===== config.mk =====
export PLATFORM = sky130hd
export DESIGN_NAME = ctgb_ctrl
export DESIGN_NICKNAME = d
export VERILOG_FILES = /design/src/sv/ctgb_pkg.sv /design/src/sv/ctgb_ctrl.sv
export SDC_FILE = /design/constraint.sdc
export NUM_CORES = 1
export LEC_CHECK = 0
export ABC_CLOCK_PERIOD_IN_PS = 2300
export BUFFER_PORTS_ARGS = -buffer_cell sky130_fd_sc_hd__buf_2
export CORE_MARGIN = 3
export CORE_UTILIZATION = 45
export CTS_CLUSTER_DIAMETER = 60
export CTS_CLUSTER_SIZE = 20
export DETAILED_ROUTE_END_ITERATION = 10
export PLACE_DENSITY_LB_ADDON = 0.25
export SLEW_MARGIN = 15
export SYNTH_ARGS = -nofsm -noshare
export SYNTH_HDL_FRONTEND = slang
export SYNTH_SLANG_ARGS = --single-unit

===== constraint.sdc =====
create_clock -name clk -period 2.3 [get_ports clk]
set_clock_uncertainty 0.1 [all_clocks]
set_input_delay 0.115 -clock clk [delete_from_list [all_inputs] [get_ports clk]]
set_output_delay 0.115 -clock clk [all_outputs]
set_load 0.01 [all_outputs]

===== src/sv/ctgb_pkg.sv =====
// shared constants, codes and control/status types of the call trace graph builder
`timescale 1ns / 1ps
package ctgb_pkg;

  localparam int MAX_FUNCS   = 64;
  localparam int STACK_DEPTH = 64;
  localparam int KEY_BITS    = 32;

  localparam int FUNC_W  = $clog2(MAX_FUNCS);
  localparam int FCNT_W  = FUNC_W + 1;
  localparam int STK_W   = $clog2(STACK_DEPTH);
  localparam int DEPTH_W = STK_W + 1;
  localparam int ROW_W   = FUNC_W + MAX_FUNCS;
  localparam int LIST_D  = MAX_FUNCS * MAX_FUNCS;

  localparam logic [1:0] CMD_ENTER  = 2'd0;
  localparam logic [1:0] CMD_RETURN = 2'd1;
  localparam logic [1:0] CMD_READ   = 2'd2;

  localparam logic [2:0] ST_OK         = 3'd0;
  localparam logic [2:0] ST_TABLE_FULL = 3'd1;
  localparam logic [2:0] ST_STACK_FULL = 3'd2;
  localparam logic [2:0] ST_POP_EMPTY  = 3'd3;
  localparam logic [2:0] ST_RANGE      = 3'd4;

  typedef struct packed {
    logic       load;
    logic       look_next;
    logic       look_hit;
    logic       alloc;
    logic       set_err;
    logic [2:0] err_code;
    logic       caller_take;
    logic       edge_upd;
    logic       push;
    logic       pop;
    logic       llen_take;
    logic       key_rd;
    logic       ckey_take;
    logic       publish;
  } ctrl_cmd_t;

  typedef struct packed {
    logic [1:0] cmd;
    logic       depth_full;
    logic       depth_zero;
    logic       table_full;
    logic       count_zero;
    logic       key_match;
    logic       last_look;
    logic       caller_bad;
    logic       pos_out;
    logic       out_busy;
  } dp_stat_t;

endpackage


===== src/sv/ctgb_ctrl.sv =====
// sequencing state machine of the call trace graph builder
`timescale 1ns / 1ps
module ctgb_ctrl import ctgb_pkg::*; (
  input  logic       clk,
  input  logic       rst_n,
  input  logic       in_valid,
  output logic       in_ready,
  input  dp_stat_t   stat,
  output ctrl_cmd_t  cmd
);
  typedef enum logic [12:0] {
    S_IDLE  = 13'b0000000000001,
    S_DEC   = 13'b0000000000010,
    S_LRD   = 13'b0000000000100,
    S_LCMP  = 13'b0000000001000,
    S_ALLOC = 13'b0000000010000,
    S_CALL  = 13'b0000000100000,
    S_STK   = 13'b0000001000000,
    S_ROW   = 13'b0000010000000,
    S_PUSH  = 13'b0000100000000,
    S_RROW  = 13'b0001000000000,
    S_RLIST = 13'b0010000000000,
    S_RKEY  = 13'b0100000000000,
    S_FIN   = 13'b1000000000000
  } state_t;

  state_t state_r, state_nxt;

  assign in_ready = (state_r == S_IDLE);

  always_ff @(posedge clk) begin
    if (!rst_n) begin
      state_r <= S_IDLE;
    end else begin
      state_r <= state_nxt;
    end
  end

  always_comb begin
    state_nxt = state_r;
    cmd = '0;
    case (state_r)
      S_IDLE: begin
        if (in_valid) begin
          cmd.load = 1'b1;
          state_nxt = S_DEC;
        end
      end
      S_DEC: begin
        case (stat.cmd)
          CMD_ENTER: begin
            if (stat.depth_full) begin
              cmd.set_err = 1'b1;
              cmd.err_code = ST_STACK_FULL;
              state_nxt = S_FIN;
            end else if (stat.count_zero) begin
              state_nxt = S_ALLOC;
            end else begin
              state_nxt = S_LCMP;
            end
          end
          CMD_RETURN: begin
            if (stat.depth_zero) begin
              cmd.set_err = 1'b1;
              cmd.err_code = ST_POP_EMPTY;
            end else begin
              cmd.pop = 1'b1;
            end
            state_nxt = S_FIN;
          end
          CMD_READ: begin
            if (stat.caller_bad) begin
              cmd.set_err = 1'b1;
              cmd.err_code = ST_RANGE;
              state_nxt = S_FIN;
            end else begin
              state_nxt = S_RROW;
            end
          end
          default: state_nxt = S_FIN;
        endcase
      end
      S_LRD: state_nxt = S_LCMP;
      S_LCMP: begin
        if (stat.key_match) begin
          cmd.look_hit = 1'b1;
          state_nxt = S_CALL;
        end else if (stat.last_look) begin
          state_nxt = S_ALLOC;
        end else begin
          cmd.look_next = 1'b1;
          state_nxt = S_LRD;
        end
      end
      S_ALLOC: begin
        if (stat.table_full) begin
          cmd.set_err = 1'b1;
          cmd.err_code = ST_TABLE_FULL;
          state_nxt = S_FIN;
        end else begin
          cmd.alloc = 1'b1;
          state_nxt = S_CALL;
        end
      end
      S_CALL: state_nxt = stat.depth_zero ? S_PUSH : S_STK;
      S_STK: begin
        cmd.caller_take = 1'b1;
        state_nxt = S_ROW;
      end
      S_ROW: begin
        cmd.edge_upd = 1'b1;
        state_nxt = S_PUSH;
      end
      S_PUSH: begin
        cmd.push = 1'b1;
        state_nxt = S_FIN;
      end
      S_RROW: begin
        cmd.llen_take = 1'b1;
        if (stat.pos_out) begin
          cmd.set_err = 1'b1;
          cmd.err_code = ST_RANGE;
          state_nxt = S_FIN;
        end else begin
          state_nxt = S_RLIST;
        end
      end
      S_RLIST: begin
        cmd.key_rd = 1'b1;
        state_nxt = S_RKEY;
      end
      S_RKEY: begin
        cmd.ckey_take = 1'b1;
        state_nxt = S_FIN;
      end
      S_FIN: begin
        if (!stat.out_busy) begin
          cmd.publish = 1'b1;
          state_nxt = S_IDLE;
        end
      end
      default: state_nxt = S_IDLE;
    endcase
  end
endmodule


After elaboration in Yosys (flattened, before gate mapping)
Index checks and enable logic that the tools add are counted.
{"block": "word_totals", "mem_count": 0, "mem_bits_rw": 0, "inputBits": 14, "register_bits": 13, "romBits": 0, "latchBits": 0, "word_cells": 59}
{"block": "classes", "bitwise": 0, "shift": 0, "n_div": 0, "add_sub_neg": 0, "n_mux": 38, "n_eq_ne": 17, "reduce_logical": 3, "n_mul": 0, "n_lt_le_gt_ge": 0}
{"cell": "$pmux 13 s12", "count": 1}
{"cell": "$mux 13", "count": 7}
{"cell": "$pmux 13 s2", "count": 1}
{"cell": "$pmux 4 s3", "count": 2}
{"cell": "$mux 4", "count": 5}
{"cell": "$mux 1", "count": 18}
{"cell": "$eq 13x1->1 const B", "count": 1}
{"cell": "$eq 13x10->1 const B", "count": 1}
{"cell": "$eq 13x11->1 const B", "count": 1}
{"cell": "$eq 13x12->1 const B", "count": 1}
{"cell": "$eq 13x13->1 const B", "count": 1}
{"cell": "$eq 13x2->1 const B", "count": 1}
{"cell": "$eq 13x3->1 const B", "count": 1}
{"cell": "$eq 13x4->1 const B", "count": 1}
{"cell": "$eq 13x5->1 const B", "count": 1}
{"cell": "$eq 13x6->1 const B", "count": 1}
{"cell": "$eq 13x7->1 const B", "count": 1}
{"cell": "$eq 13x8->1 const B", "count": 1}
{"cell": "$eq 13x9->1 const B", "count": 1}
{"cell": "$mux 5", "count": 2}
{"cell": "$mux 9", "count": 1}
{"cell": "$ne 2x2->1 const B", "count": 2}
{"cell": "$eq 2x1->1 const B", "count": 1}
{"cell": "$eq 2x2->1 const B", "count": 1}
{"cell": "other kinds (4)", "count": 4}

Depth between registers and ports, before layout
Gate-level depths: netlist of the first run.
{"block": "logic_depth", "word_depth": 4, "mapped_depth": 6, "ltp_nobuf": 5}

Worst setup path before layout of the first run
OpenSTA, ideal clock, no wires.
{"block": "synth_timing", "path_type": "reg2out", "start": "register state_r[5]", "end": "output cmd[0] in the netlist's numbering", "path_stages_with_launch": 7, "t_arrival_ns": 2.007, "path_slack_ns": 0.078, "required_time_ns": 2.085, "path_buffers": 1, "cell_sequence": "dfxtp_1 -> buf_6 -> or4_4 -> or4_4 -> nor2_4 -> nand2_1 -> nor4b_1"}
{"item": "start, declared", "line_no": "ctgb_ctrl.sv:27", "rtl": "state_t state_r, state_nxt;"}
{"item": "start signal, assigned", "line_no": "ctgb_ctrl.sv:35", "rtl": "state_r <= state_nxt;"}
{"item": "end, declared", "line_no": "ctgb_ctrl.sv:9", "rtl": "output ctrl_cmd_t cmd"}

==> impl_metrics.csv, run 1 <==
group,metric,value,unit
run_status,status,"complete, but fails checks",
run_status,violations,"setup timing",
timing,slew-limit-headroom,74.1,%
cells_and_area,reg.largest.list,"state_r x13",
clock_tree,cts_root_buf,"clkbuf_4",
flow_run,maxCapViolCount,0,
timing,fin_ws,-0.124,ns
grt,antenna_found_initial,0,
synthesis,ys_seq_area_share,25.9,%
routing,drt-vias-per-instance,5.83,
critical_path,worst_path_largest_cell_delay,0.53,ns
floorplanning,rows,16,
grt,grt_pass1_wl,4690,µm
synthesis,syn_area,1000,µm²
placed_design,post_dp_cell_area,1220,µm²
power,power.leakage,0.610,nW
cells_and_area,area_growth,35.9,%
routing,avgRoutedWirePerCell,14.9,µm
power,p_per_area,365,nW/µm²
cells_and_area,drive_gt1_share,44.0,%
routing,via_count,1125,
placed_design,dpl.hpwl,2150,µm
power,seqPwrFrac,47.6,%
placed_design,portBuffers,30,
critical_path,r2r-start,"state_r[12]",
timing,hold_viol,0,
cells_and_area,nets,181,
timing,setup_violations,3,
synthesis,yosys_most_used_dff,"dfxtp_1",
timing,post-route-period-util,105,%
cells_and_area,largest_reg_flops,13,
floorplanning,dieArea,2830,µm²
critical_path,crit_top_cell,"or4_4",
power,ir_worst_vdd,276,µV
min_path,holdPathEnd,"state_r[1]",
critical_path,cp.arrival,2.21,ns
critical_path,cp-end-kind,"output port",
critical_path,cp_slowest_cell,"or4_4",
critical_path,r2r_cells,5,
critical_path,cp_data_required_time,2.09,ns
floorplanning,die_h,53.2,µm
grt,grt_util_all_layers,22.5,%
cells_and_area,n_antenna_cell,0,
synthesis,synthesis.nets,135,
grt,grt_max_degree,9,
power,comb_power_share,23.1,%
clock_tree,tritoncts,"built",
synthesis,postSynth.asyncResetShare,0,%
timing,tightest_slew,0.385,ns
clock_tree,clkTransAtPathRegs,0.08,ns
placed_design,place_ws,0.148,ns
clock_tree,clockBufferDepth,2,
power,design_power_total,0.498,mW
clock_tree,h-tree-depth,1,
grt,gr-total-overflow,0,
synthesis,synth-edff-count,0,
routing,wl,2870,µm
critical_path,critPathBufInv,1,
floorplanning,chipWidth,53.2,µm
routing,antenna_left,0,
routing,drc,0,
synthesis,ys_ff_latch,13,
critical_path,crit_path_start_kind,"flop",
floorplanning,io_pins,31,
cells_and_area,final_cell_area,1360,µm²
routing,drt_pass1_iterations,4,
critical_path,cp_max_fo,5,
min_path,min_path_cells,2,
routing,drt-initial-drc-count,40,
timing,rsz0062_at_grt,"true",
floorplanning,start_util,49.1,%
min_path,min_path_type,"in2reg",
critical_path,crit_family,"simple AND/OR/NAND/NOR gates",
power,p_int,0.352,mW
timing,max_freq,413,MHz
clock_tree,clock-sinks,13,
timing,min_period,2.42,ns
critical_path,reg2reg_to,"state_r[4]",
timing,whs,0.0104,ns
synthesis,synthCells,121,
synthesis,yosys_warnings,0,
power,p_clk_share,29.3,%
power,switchingPower,0.146,mW
critical_path,reg2reg_slack,0.11,ns
min_path,min-delay-start,"in_valid",
timing,slew_violations,0,
critical_path,path_cells,"or4_4, or4_4, nor3_4, a32o_2, or3b_1, buf_6",
clock_tree,insertion_delay,0.28,ns
clock_tree,cts_buffers,3,
placed_design,gp_congestion,0.935,
critical_path,crit_type,"reg2out",
synthesis,synthDistinctLibCells,48,
floorplanning,core_area,2040,µm²
cells_and_area,top_register,"state_r",
synthesis,syn_area_per_cell,8.29,µm²
grt,grt_pass1_vias,1025,
power,p_sw_share,29.4,%
## repair_timing
action / CTS / global route
hold endpoints to repair: 2 / 0
hold buffers: 3 / 0
endpoints found under the setup margin: 4 / 10
gates resized for setup: 6 / 5
pin swaps: 1 / 1
buffers inserted: 1 / 3
## stage by stage
stage	setup TNS [ns]	utilization, %	std cells
floorplan	0	-	121
global placement	0	60.0	182
detailed placement	0	60.0	182
CTS	-0.296	64.5	190
global route	-0.681	66.8	193
finish	-0.296	66.8	193
## final cells by class
cell class | count | area (µm²)
multi-input combinational | 99 | 723
fill | 172 | 678
timing repair buffer | 46 | 303
sequential | 13 | 263
tap | 27 | 33.8
clock buffer | 4 | 26.3
inverter | 4 | 15.0
## synth_stat cells (all sizes together), types with 3 or more instances
library cell | count | share of area [%]
nor2 | 14 | 6.7
dfxtp | 13 | 26
nand2 | 9 | 3.4
nor3 | 8 | 6.2
o21ai | 6 | 3.0
nand3 | 5 | 2.5
nor4 | 5 | 3.1
inv | 4 | 1.5
nor4b | 4 | 3.5
and3 | 3 | 2.0
clkbuf | 3 | 1.4
nand2b | 3 | 1.9
nor2b | 3 | 1.9
or4 | 3 | 3.4
xor2 | 3 | 2.6
## kinds of logic (layout without fill, tap and decap cells)
logic type,Yosys count,count (layout),share of synthesized area [%]
AO/OA/AOI/OAI,21,21,15.6
XOR/XNOR,4,4,3.49
buffers and inverters,9,54,4.49
flip-flops,13,13,25.9
multiplexers,2,2,2.12
AND/OR/NAND/NOR,72,72,48.4
## how the worst max path moves through the flow
stage | from | endpoint | slack [ns] | cells past startpoint
after detailed placement | state_r[7] | cmd[0] | 0.15 | 6
after CTS | state_r[4] | cmd[11] | -0.12 | 6
after global routing | state_r[4] | cmd[0] | -0.23 | 6
after floorplan | state_r[5] | cmd[0] | 0.08 | 6
final | state_r[4] | cmd[11] | -0.12 | 6
after global placement | state_r[4] | cmd[0] | 0.19 | 6
## per-layer routing
| metal | vias to the layer above | wire (µm) | global-route usage (%) |
|---|---|---|---|
| li1 | 544 | - | - |
| met1 | 525 | 1230 | 28.6 |
| met4 | 0 | 41 | 8.09 |
| met5 | - | 0 | 0 |
| met3 | 7 | 205 | 4.23 |
| met2 | 49 | 1390 | 37.3 |
## cell usage in the layout, fill, tap and decap left out, types with 4 or more instances in the layout
cell / instances
nor2_1: 10
nand3_1: 4
nor3_1: 6
buf_4: 13
dfxtp_1: 11
buf_6: 4
o21ai_0: 6
nor4_1: 5
nand2_1: 8
inv_1: 4
buf_2: 26
## power by group through the flow
stage               Sequential, mW  Clock (mW)  Combinational, mW
floorplan                    0.240           0             0.0684
global placement             0.242           0              0.104
detailed placement           0.242           0              0.105
CTS                          0.237       0.148              0.112
global route                 0.238       0.162              0.125
finish                       0.237       0.146              0.115
Note: power is estimated with default switching activity, not from simulation.
==> run 2, diff against run 1 <==
--- a/config.mk
+++ b/config.mk
@@ -5,12 +5,13 @@
 export SDC_FILE = /design/constraint.sdc
 export NUM_CORES = 1
 export LEC_CHECK = 0
-export ABC_CLOCK_PERIOD_IN_PS = 2300
+export ABC_CLOCK_PERIOD_IN_PS = 2090
 export BUFFER_PORTS_ARGS = -buffer_cell sky130_fd_sc_hd__buf_2
 export CORE_MARGIN = 3
 export CORE_UTILIZATION = 45
+export CTS_BUF_LIST = sky130_fd_sc_hd__clkbuf_16
 export CTS_CLUSTER_DIAMETER = 60
-export CTS_CLUSTER_SIZE = 20
+export CTS_CLUSTER_SIZE = 30
 export DETAILED_ROUTE_END_ITERATION = 10
 export PLACE_DENSITY_LB_ADDON = 0.25
 export SLEW_MARGIN = 15
==> constraint.sdc (replaced) <==
create_clock -name clk -period 2.09 [get_ports clk]
set_clock_uncertainty 0.1 [all_clocks]
set_input_delay 0.1045 -clock clk [delete_from_list [all_inputs] [get_ports clk]]
set_output_delay 0.1045 -clock clk [all_outputs]
set_load 0.01 [all_outputs]
==> impl_metrics.csv, run 2 (synthesis gave the netlist of run 1 again) <==
group,metric,value,unit
run_status,status,"complete, but fails checks",
run_status,violations,"setup timing",
cells_and_area,regArea,263,µm²
critical_path,cp_slowest_cell,"or4_4",
grt,grt_pass1_vias,1109,
power,seqPwrFrac,32.1,%
critical_path,cp_data_required_time,1.89,ns
grt,antenna_found_initial,0,
placed_design,gp_congestion,0.815,
power,switchingPower,0.204,mW
placed_design,dpl.hpwl,2210,µm
power,p_per_area,500,nW/µm²
cells_and_area,area_growth,59.7,%
routing,antenna_left,0,
clock_tree,cts_buffers,3,
critical_path,worst_path_largest_cell_delay,0.54,ns
routing,drt_pass1_iterations,4,
timing,setup_violations,15,
routing,drt-vias-per-instance,5.96,
placed_design,dpl.cell_count,193,
floorplanning,io_pins,31,
cells_and_area,nets,196,
timing,tns,-2.97,ns
flow_run,maxCapViolCount,0,
power,ir_worst_vdd,419,µV
grt,grt_util_all_layers,24.5,%
clock_tree,clkTransAtPathRegs,0.04,ns
grt,grt_pass1_wl,5030,µm
timing,slew_violations,0,
power,p_int,0.598,mW
timing,post-route-period-util,115,%
clock_tree,tritoncts,"built",
floorplanning,chipWidth,53.2,µm
cells_and_area,finish.utilization,78.5,%
floorplanning,dieArea,2830,µm²
floorplanning,die_h,53.2,µm
power,power.leakage,0.724,nW
cells_and_area,n_antenna_cell,0,
cells_and_area,reg.largest.list,"state_r x13",
clock_tree,insertion_delay,0.24,ns
grt,grt_max_degree,9,
routing,via_count,1240,
clock_tree,clockBufferDepth,2,
timing,max_freq,416,MHz
routing,drc,0,
critical_path,cp-end-kind,"output port",
timing,rsz0062_at_grt,"true",
floorplanning,core_area,2040,µm²
critical_path,cp_max_fo,3,
clock_tree,cts_root_buf,"clkbuf_16",
cells_and_area,fillCellCount,122,
critical_path,path_cells,"or4_4, or4_4, nor3_4, a32o_2, or3b_1, buf_2",
cells_and_area,top_register,"state_r",
timing,fin_ws,-0.313,ns
cells_and_area,multiInputGateArea,792,µm²
power,comb_power_share,23.2,%
min_path,min_path_type,"in2reg",
critical_path,crit_top_cell,"or4_4",
floorplanning,start_util,49.1,%
grt,gr-total-overflow,0,
timing,min_period,2.40,ns
cells_and_area,layout.cells.non_filler,208,
timing,slew-limit-headroom,75.5,%
placed_design,portBuffers,30,
routing,wl,3540,µm
timing,hold_viol,0,
cells_and_area,largest_reg_flops,13,
routing,drt-initial-drc-count,38,
critical_path,crit_type,"reg2out",
cells_and_area,layout_commonest_cell,"buf_2",
routing,avgRoutedWirePerCell,17.0,µm
timing,tightest_slew,0.362,ns
timing,whs,0.0484,ns
critical_path,crit_path_start_kind,"flop",
floorplanning,rows,16,
clock_tree,h-tree-depth,1,
critical_path,crit_family,"simple AND/OR/NAND/NOR gates",
power,p_sw_share,25.4,%
cells_and_area,final_cell_mix,"buf_2 (27), buf_4 (25), dfxtp_1 (11)",
clock_tree,clock-sinks,13,
power,p_clk_share,44.8,%
cells_and_area,drive_gt1_share,53.0,%
critical_path,cp.arrival,2.20,ns
critical_path,critPathBufInv,1,
==> run 2: changes by cell type in the layout (fill, tap and decap cells not counted), sizes merged <==
cell | before | now
buf | 43 | 58
clkbuf | 4 | 3
inv | 4 | 5
==> run 2: path summary, 6_finish.rpt <==
| check | startpoint | endpoint | slack, ns | cells after the start |
|---|---|---|---|---|
| min reg2reg | state_r[4] | state_r[8] | 0.50 | 2 |
| max | state_r[4] | cmd[11] | -0.31 | 6 |
| min | in_valid | state_r[1] | 0.05 | 2 |
| max reg2reg | state_r[4] | state_r[3] | -0.23 | 8 |
==> run 2: final cells by class <==
| type | instances | area share [%] |
|---|---|---|
| flip-flops and latches | 13 | 16.4 |
| well taps | 27 | 2.11 |
| multi-input cells | 99 | 49.4 |
| clock inverters | 1 | 0.234 |
| clock buffers | 3 | 4.68 |
| repair buffers | 61 | 26.2 |
| inverters | 4 | 0.937 |
==> run 2: what timing repair did <==
action | 4_1_cts | 5_1_grt
endpoints found under the setup margin | 9 | 15
gates resized for setup | 8 | 17
hold buffers | 3 | 0
endpoints found under the hold margin | 2 | 0
buffers inserted | 4 | 5
pin swaps | 5 | 7
==> run 2: power by group through the flow <==
| stage | registers (mW) | clock network (mW) | logic [mW] |
|---|---|---|---|
| 4_1_cts | 0.257 | 0.357 | 0.152 |
| 3_5_place_dp | 0.261 | 0 | 0.131 |
| 3_3_place_gp | 0.261 | 0 | 0.128 |
| 6_report | 0.257 | 0.359 | 0.186 |
| 5_1_grt | 0.257 | 0.376 | 0.196 |
| 2_1_floorplan | 0.264 | 0 | 0.0762 |
==> run 2: layer usage <==
metal | part of all wire (%) | wire (µm) | vias up | GRT usage (%)
met5 | 0 | 0 | - | 0
met4 | 0.34 | 12 | 0 | 8.51
met3 | 5.5 | 194 | 2 | 2.82
met2 | 52 | 1840 | 54 | 41.0
met1 | 42 | 1490 | 609 | 31.9
li1 | - | - | 575 | -
==> run 2: metrics by stage <==
step	instance area, µm²	setup WS (ns)	power, mW
after floorplan	1010	-0.0975	0.340
after global placement	1320	0.0228	0.389
after detailed placement	1320	-0.0396	0.392
after CTS	1500	-0.265	0.766
after global routing	1600	-0.393	0.829
final	1600	-0.313	0.802
==> run 3, diff against run 2 <==
--- a/config.mk
+++ b/config.mk
@@ -5,7 +5,7 @@
 export SDC_FILE = /design/constraint.sdc
 export NUM_CORES = 1
 export LEC_CHECK = 0
-export ABC_CLOCK_PERIOD_IN_PS = 2090
+export ABC_CLOCK_PERIOD_IN_PS = 2000
 export BUFFER_PORTS_ARGS = -buffer_cell sky130_fd_sc_hd__buf_2
 export CORE_MARGIN = 3
 export CORE_UTILIZATION = 45
==> constraint.sdc (replaced) <==
create_clock -name clk -period 2 [get_ports clk]
set_clock_uncertainty 0.1 [all_clocks]
set_input_delay 0.1 -clock clk [delete_from_list [all_inputs] [get_ports clk]]
set_output_delay 0.1 -clock clk [all_outputs]
set_load 0.01 [all_outputs]
==> impl_metrics.csv, run 3 (synthesis gave the netlist of run 1 again) <==
group,metric,value,unit
timing,min_period,2.44,ns
cells_and_area,largest_reg_flops,13,
critical_path,critPathBufInv,1,
critical_path,r2r-start,"state_r[4]",
timing,slew-limit-headroom,68.7,%
routing,drt_pass1_iterations,5,
floorplanning,chipWidth,53.2,µm
cells_and_area,final_cell_mix,"buf_4 (29), buf_2 (25), buf_6 (12)",
timing,slew_violations,0,
power,p_per_area,492,nW/µm²
critical_path,cp.arrival,2.24,ns
clock_tree,clkTransAtPathRegs,0.05,ns
timing,rsz0062_at_grt,"true",
clock_tree,clockBufferDepth,2,
grt,gr-total-overflow,0,
timing,tns,-4.60,ns
clock_tree,clock-sinks,13,
floorplanning,start_util,49.1,%
critical_path,cp-end-kind,"output port",
floorplanning,io_pins,31,
cells_and_area,drive_gt1_share,61.9,%
critical_path,crit_path_start,"state_r[4]",
power,comb_power_share,25.4,%
critical_path,endpoint,"cmd[11]",
grt,grt_pass1_wl,6200,µm
timing,fin_ws,-0.443,ns
power,power.leakage,0.781,nW
cells_and_area,top_register,"state_r",
timing,hold_viol,0,
timing,setup_violations,20,
grt,grt_pass1_vias,1311,
routing,wl,4850,µm
placed_design,portBuffers,30,
clock_tree,cts_root_buf,"clkbuf_16",
cells_and_area,layout_commonest_cell,"buf_4",
critical_path,crit_type,"reg2out",
clock_tree,h-tree-depth,1,
timing,post-route-period-util,122,%
critical_path,reg2reg_slack,-0.28,ns
routing,drt-initial-drc-count,77,
power,seqPwrFrac,30.1,%
routing,drt-vias-per-instance,6.31,
power,p_clk_share,44.5,%
critical_path,r2r_cells,7,
min_path,min_path_type,"in2reg",
timing,max_freq,409,MHz
min_path,min-delay-start,"in_valid",
placed_design,post_dp_cell_area,1380,µm²
floorplanning,dieArea,2830,µm²
floorplanning,core_area,2040,µm²
placed_design,dpl.hpwl,2350,µm
routing,drc,0,
clock_tree,cts_buffers,3,
critical_path,cp_data_required_time,1.80,ns
critical_path,path_cells,"or4_4, or4_4, nor3_4, a32o_2, or3b_4, buf_6",
floorplanning,die_h,53.2,µm
power,p_sw_share,28.2,%
cells_and_area,n_antenna_cell,0,
cells_and_area,nets,204,
critical_path,path_depth,6,
critical_path,crit_family,"simple AND/OR/NAND/NOR gates",
critical_path,crit_top_cell,"or4_4",
routing,via_count,1362,
cells_and_area,final_cell_area,1810,µm²
timing,tightest_slew,0.464,ns
run_status,violations,"setup timing",
floorplanning,rows,16,
power,switchingPower,0.251,mW
grt,grt_util_all_layers,30.8,%
critical_path,worst_path_largest_cell_delay,0.54,ns
grt,grt_max_degree,9,
routing,avgRoutedWirePerCell,22.5,µm
run_status,status,"complete, but fails checks",
critical_path,reg2reg_to,"state_r[3]",
critical_path,crit_path_start_kind,"flop",
power,p_int,0.639,mW
critical_path,cp_slowest_cell,"or4_4",
cells_and_area,area_growth,80.3,%
flow_run,maxCapViolCount,0,
clock_tree,insertion_delay,0.25,ns
routing,antenna_left,0,
grt,antenna_found_initial,0,
critical_path,cp_max_fo,4,
placed_design,gp_congestion,0.858,
clock_tree,tritoncts,"built",
cells_and_area,reg.largest.list,"state_r x13",
power,ir_worst_vdd,491,µV
-- run 3: worst reg2reg max path: cells and delay by family (launching register included) --
family	cells	cell delay, ns
compound gates	2	0.39
flops	1	0.33
simple gates	3	1.17
buf+inv	2	0.21
-- run 3: per-layer routing --
metal	up-vias	GRT usage, %	share of wire (%)
met3	31	7.89	8.0
met1	636	34.6	39
met5	-	0	0
li1	593	-	-
met4	0	15.3	5.8
met2	102	52.9	47
-- run 3: metrics by stage --
step           setup WS (ns)  hold slack, ns  cells  utilization [%]  total power [mW]
2_1_floorplan         -0.174          0.0756    121                -             0.359
3_3_place_gp         -0.0656           0.198    199             67.6             0.423
3_5_place_dp          -0.110           0.210    199             67.6             0.427
4_1_cts               -0.357          0.0257    209             78.2             0.839
5_1_grt               -0.464          0.0464    216             88.6             0.917
6_report              -0.443          0.0347    216             88.6             0.890
-- run 3: layout make-up --
class	instances	area (µm²)
Tap cell	27	33.8
Clock inverter	1	3.75
Sequential cell	13	269
Clock buffer	3	75.1
Inverter	4	15.0
Fill cell	89	233
Multi-Input combinational cell	99	905
Timing Repair Buffer	69	508
-- run 3: worst min-delay path by stage --
stage / endpoint / cells past startpoint
floorplan: state_r[2] / 1
global placement: state_r[2] / 2
detailed placement: state_r[2] / 2
CTS: state_r[1] / 2
global route: state_r[1] / 2
finish: state_r[1] / 2
-- run 3: timing repair --
item	4_1_cts	5_1_grt
buffers inserted	3	7
hold buffers	3	0
gates resized for setup	18	33
endpoints found under the hold margin	2	0
pin swaps	1	16
endpoints found under the setup margin	14	24
-- run 3: power by group through the flow --
stage / clock network [mW] / logic, mW / registers (mW)
floorplan: 0 / 0.0827 / 0.276
global placement: 0 / 0.150 / 0.273
detailed placement: 0 / 0.154 / 0.274
CTS: 0.389 / 0.181 / 0.268
global route: 0.411 / 0.238 / 0.268
finish: 0.396 / 0.226 / 0.268
